## config.mk

```make
export PLATFORM = sky130hd
export DESIGN_NAME = clpm_node_mem
export DESIGN_NICKNAME = d
export VERILOG_FILES = /design/src/sv/clpm_pkg.sv /design/src/sv/clpm_node_mem.sv
export SDC_FILE = /design/constraint.sdc
export NUM_CORES = 2
export LEC_CHECK = 0
export BUFFER_PORTS_ARGS = -buffer_cell sky130_fd_sc_hd__buf_4
export CORE_ASPECT_RATIO = 1.2
export CORE_UTILIZATION = 56
export DETAILED_ROUTE_END_ITERATION = 12
export GPL_ROUTABILITY_DRIVEN = 0
export PLACE_DENSITY = 0.72
export SYNTH_ARGS = -nofsm -noshare
export SYNTH_HDL_FRONTEND = slang
export SYNTH_SLANG_ARGS = --single-unit
```

## constraint.sdc

```tcl
create_clock -name clk -period 4.87 [get_ports clk]
set_clock_uncertainty 0.2 [all_clocks]
set_input_delay 0.7305 -clock clk [delete_from_list [all_inputs] [get_ports clk]]
set_output_delay 0.7305 -clock clk [all_outputs]
set_load 0.01 [all_outputs]
```

## src/sv/clpm_pkg.sv

```systemverilog
// Shared types and codes for the cursor linked-list pool manager.
// No dependencies; imported by clpm_node_mem and the top level.
`default_nettype none
package clpm_pkg;

  localparam int SZW = 7;   // list size / count width
  localparam int IOW = 32;  // item, key and mask port width

  typedef enum logic [3:0] {
    REQ_CREATE = 4'd0,  REQ_FIRST = 4'd1,   REQ_LAST = 4'd2,    REQ_NEXT = 4'd3,
    REQ_PREV = 4'd4,    REQ_CURR = 4'd5,    REQ_INS_AFT = 4'd6, REQ_INS_BEF = 4'd7,
    REQ_APPEND = 4'd8,  REQ_PREPEND = 4'd9, REQ_REMOVE = 4'd10, REQ_TRIM = 4'd11,
    REQ_CONCAT = 4'd12, REQ_FREE = 4'd13,   REQ_SEARCH = 4'd14, REQ_COUNT = 4'd15
  } req_t;

  typedef enum logic [1:0] {
    ST_OK   = 2'd0,
    ST_FAIL = 2'd1,
    ST_NONE = 2'd2
  } status_t;

  typedef enum logic [1:0] {
    Z_START = 2'd0,
    Z_ON    = 2'd1,
    Z_END   = 2'd2
  } zone_t;

  // write enables of the three node memories
  typedef struct packed {
    logic item;
    logic nxt;
    logic prv;
  } nmem_we_t;

endpackage
`default_nettype wire

```

## src/sv/clpm_node_mem.sv

```systemverilog
// Node store: item, next and prev memories, one shared registered read port.
// Uses clpm_pkg. next/prev rows carry valid bits so reset costs no sweep.
`default_nettype none
module clpm_node_mem #(
  parameter int NODES = 64,
  parameter int ITEM_BITS = 32,
  parameter int NIW = 6,
  parameter int NW = 7
) (
  input  wire logic                    clk,
  input  wire logic                    rst_n,
  input  wire logic                    rd_en,
  input  wire logic [NIW-1:0]          rd_addr,
  input  wire clpm_pkg::nmem_we_t      we,
  input  wire logic [NIW-1:0]          wa_item,
  input  wire logic [ITEM_BITS-1:0]    wd_item,
  input  wire logic [NIW-1:0]          wa_next,
  input  wire logic [NW-1:0]           wd_next,
  input  wire logic [NIW-1:0]          wa_prev,
  input  wire logic [NW-1:0]           wd_prev,
  output logic [ITEM_BITS-1:0]         rd_item,
  output logic [NW-1:0]                rd_next,
  output logic [NW-1:0]                rd_prev
);
  import clpm_pkg::*;

  localparam logic [NW-1:0] NIL = NW'(NODES);

  logic [ITEM_BITS-1:0] item_mem [NODES];
  logic [NW-1:0]        next_mem [NODES];
  logic [NW-1:0]        prev_mem [NODES];
  logic [NODES-1:0]     nv_r;
  logic [NODES-1:0]     pv_r;

  logic [ITEM_BITS-1:0] item_q_r;
  logic [NW-1:0]        next_q_r;
  logic [NW-1:0]        prev_q_r;
  logic                 nvq_r;
  logic                 pvq_r;
  logic [NIW-1:0]       ra_q_r;

  always_ff @(posedge clk) begin
    if (we.item) item_mem[wa_item] <= wd_item;
    if (we.nxt)  next_mem[wa_next] <= wd_next;
    if (we.prv)  prev_mem[wa_prev] <= wd_prev;
  end

  always_ff @(posedge clk) begin
    if (!rst_n) begin
      nv_r <= '0;
      pv_r <= '0;
    end else begin
      if (we.nxt) nv_r[wa_next] <= 1'b1;
      if (we.prv) pv_r[wa_prev] <= 1'b1;
    end
  end

  // registered read, write-first on a same-cycle hit
  always_ff @(posedge clk) begin
    if (rd_en) begin
      ra_q_r   <= rd_addr;
      item_q_r <= (we.item && wa_item == rd_addr) ? wd_item : item_mem[rd_addr];
      next_q_r <= (we.nxt && wa_next == rd_addr) ? wd_next : next_mem[rd_addr];
      prev_q_r <= (we.prv && wa_prev == rd_addr) ? wd_prev : prev_mem[rd_addr];
      nvq_r    <= nv_r[rd_addr] | (we.nxt && wa_next == rd_addr);
      pvq_r    <= pv_r[rd_addr] | (we.prv && wa_prev == rd_addr);
    end
  end

  // unwritten rows read as the reset free chain
  assign rd_item = item_q_r;
  assign rd_next = nvq_r ? next_q_r : (NW'(ra_q_r) + NW'(1));
  assign rd_prev = pvq_r ? prev_q_r : NIL;

endmodule
`default_nettype wire
```

==> impl_metrics.tcl <==
set metrics [dict create \
    routed_wl_um 300000 \
    finalSetupTns_ns 0 \
    cp_slowest_cell "mux4_2" \
    ios 122 \
    die_x_um 426 \
    synth_edf_count 2998 \
    synth_largest_area_cell "edfxtp_1" \
    finalMaxSlewViolations 0 \
    dpl.hpwl_um 175000 \
    multi_input_area_um2 27000 \
    drt_first_pass_iters 6 \
    yosysSeqAreaShare_pct 76.7 \
    fin_nets 6544 \
    nFillCells 14400 \
    grt_pass1_vias 62300 \
    cts_root_buffer "clkbuf_16" \
    p_per_area_nw_per_um2 409 \
    met1_usage_pct 34.8 \
    drc 0 \
    synthFlopType "edfxtp_1" \
    max_clock_freq_mhz 306 \
    synthArstFlopShare_pct 0 \
    seq_area_um2 92600 \
    crit_type "primary input to flop" \
    crit_path_end_kind "flop" \
    synthTopCellsByArea "edfxtp_1, mux2i_1, mux4_2, a22oi_1, dfxtp_1" \
    min-delay-start "rd_en" \
    min_period_ns 3.27 \
    syn_avg_cell_area_um2 19.4 \
    dieArea_um2 218000 \
    r2r_cells 4 \
    avgViaCountPerCell 6.53 \
    grt_overflow 0 \
    yosys_warnings 0 \
    cts_resized 0 \
    status "finished, final reports clean" \
    drtIter0Drc 6661 \
    setup_viol 0 \
    hold_viol 0 \
    start_util_pct 56.4 \
    rows 186 \
    drive_above_1_share_pct 17.1 \
    maxSlewHeadroom_pct 17.5 \
    wl_per_cell_um 31.5 \
    insertion_delay_ns 0.95 \
    critPathTopFamily "buffers and inverters" \
    utilization_pct 63.2 \
    maxCapViolCount 0 \
    yosys.area.top_type_share_pct 74.5 \
    grtUsageTotal_pct 27.5 \
    cts_tree "built" \
    cts-buffers-inserted 315 \
    synth_area_um2 121000 \
    port_buffers 121 \
    h-tree-depth 5 \
    cts.sinks 3126 \
    met3_usage_pct 4.45 \
    worst_path_largest_cell_delay_ns 0.55 \
    grt_antenna_before_repair 21 \
    grt_pass1_wl_um 431000 \
    worstPathMaxFanout 57 \
    area_growth_pct 12.0 \
    hold_depth 1 \
    worst_pin_slew_ns 1.23 \
    holdBufCountCts 0 \
    worstReg2RegEnd "pvq_r$_DFFE_PP_" \
    rrSetupSlack_ns 2.27 \
    peakVddDrop_mv 0.376 \
    drtAntennaViolNets 0 \
    core_um2 214000 \
    cts_buffer_depth 4 \
    place_area_um2 126000 \
    path_buf_inv 3 \
    clk_pin_slew_worst_paths_ns 0.06 \
    critPathArrivalTime_ns 3.73 \
    rr_startpoint "pv_r[11]$_SDFFE_PN0P_" \
    hold_end "prev_q_r[0]$_DFFE_PP_" \
    cellLeakagePower_uw 0.0446 \
    syn_inst 6233 \
    hp-class "primary input to flop" \
    cts_post_setup_buffers_inserted 0 \
    top_usage_layer "met2" \
    cp-start-kind "primary input" \
    vias 62200 \
    yosysUniqueCellTypes 54 \
    cp.required_ns 5.33 \
    synth_seq_cells 3126 \
    use_met2_pct 45.5 \
    finalInstanceArea_um2 135000 \
    fin_crit_sh_pct 67.1 \
    die_h_um 511 \
    rsz0062_at_grt "false" \
    path_cells "buf_8 > buf_12 > buf_4 > mux4_2 > a22oi_1 > nand3_1 > a21oi_1 > o21ai_1" \
    grt_max_degree 98 \
    synthesis.nets 6310 \
]
kinds of logic after synthesis:
family / count (synthesis) / synth area share [%]
muxes: 1278 / 14.5
xor gates and xnor gates: 22 / 0.160
buffers and inverters: 380 / 1.42
and+or+nand+nor: 616 / 2.36
DFF: 3126 / 76.7
AOI/OAI and AO/OA: 810 / 4.92
adders and majority gates: 1 / 0.0104
per-stage QoR:
step | total power [µW] | setup WS (ns) | cells | hold slack, ns
global route | 56700 | 1.46 | 9524 | 0.0795
CTS | 55600 | 1.70 | 9511 | 0.0523
finish | 55400 | 1.60 | 9526 | 0.118
global placement | 33100 | 0.680 | 8970 | 0.238
floorplan | 31800 | 1.47 | 6233 | 0.232
detailed placement | 33200 | 0.732 | 8970 | 0.248
report_power, final:
group          leakage, µW  internal [µW]  switching (µW)
Clock              0.00466          13100            9620
Sequential          0.0281          29700             135
Combinational       0.0119            943            1870
Total               0.0446          43700           11600
metal layers:
metal  wire [µm]  vias up
met5          13        -
met4       17200        2
met3       22100      674
met2      151000     3043
met1      110000    32400
li1            -    26000
sequential cells by signal, indices dropped and copies added (netlist names):
signal and cells:
item_mem 2048, prev_q_r 7, nv_r 64, nvq_r 1
next_q_r 7, rd_item 32, pvq_r 1, ra_q_r 6
prev_mem 448, next_mem 448, pv_r 64
how the worst max path moves through the flow:
stage	startpoint	to	slack [ns]	cells past startpoint
global placement	rd_addr[0]	rd_item[25]$_DFFE_PP_	0.68	8
global route	rd_addr[0]	rd_item[25]$_DFFE_PP_	1.46	8
finish	rd_addr[0]	rd_item[25]$_DFFE_PP_	1.60	8
CTS	rd_addr[0]	rd_item[24]$_DFFE_PP_	1.70	8
detailed placement	rd_addr[0]	rd_item[24]$_DFFE_PP_	0.73	8
floorplan	wa_item[4]	item_mem[32][0]$_DFFE_PP_	1.47	4
layout by cell type (no fill, tap or decap), drive strengths merged, types with 4 or more instances in the layout:
cell	instances
a211oi	27
nand3b	8
nand3	182
dfxtp	128
a221oi	63
clkbuf	408
edfxtp	2998
or3	6
a21oi	89
nand2	118
buf	293
inv	11
or3b	4
diode	15
o21a	129
nor2b	44
a22o	30
a2111oi	13
nor2	203
mux4	374
o21ai	36
xnor2	11
nor3	8
clkinv	106
and2	10
bufinv	17
mux2	4
a32oi	30
nand2b	6
a22oi	378
mux2i	900
nand4	18
xor2	11
final cells by class:
type | count | share of cell area [%]
diodes | 15 | 0.0277
multi-input cells | 2727 | 20.0
well taps | 2820 | 2.61
clock buffers | 408 | 6.25
inverters | 4 | 0.0111
flip-flops and latches | 3126 | 68.4
clock inverters | 133 | 0.803
repair buffers | 293 | 1.90
synth_stat cells, types with 14 or more instances:
cell type	number
o21ai_1	30
a221oi_1	63
a211oi_1	27
buf_4	24
a22o_1	30
o21a_1	129
nor2b_1	44
a22oi_1	378
nand2_1	118
nand3_1	182
dfxtp_1	128
a21oi_1	89
edfxtp_1	2998
nor2_1	203
nand4_1	18
buf_2	141
buf_1	14
a32oi_1	30
mux4_2	371
mux2i_1	900
clkbuf_1	195
Note: power is estimated with default switching activity, not from simulation.
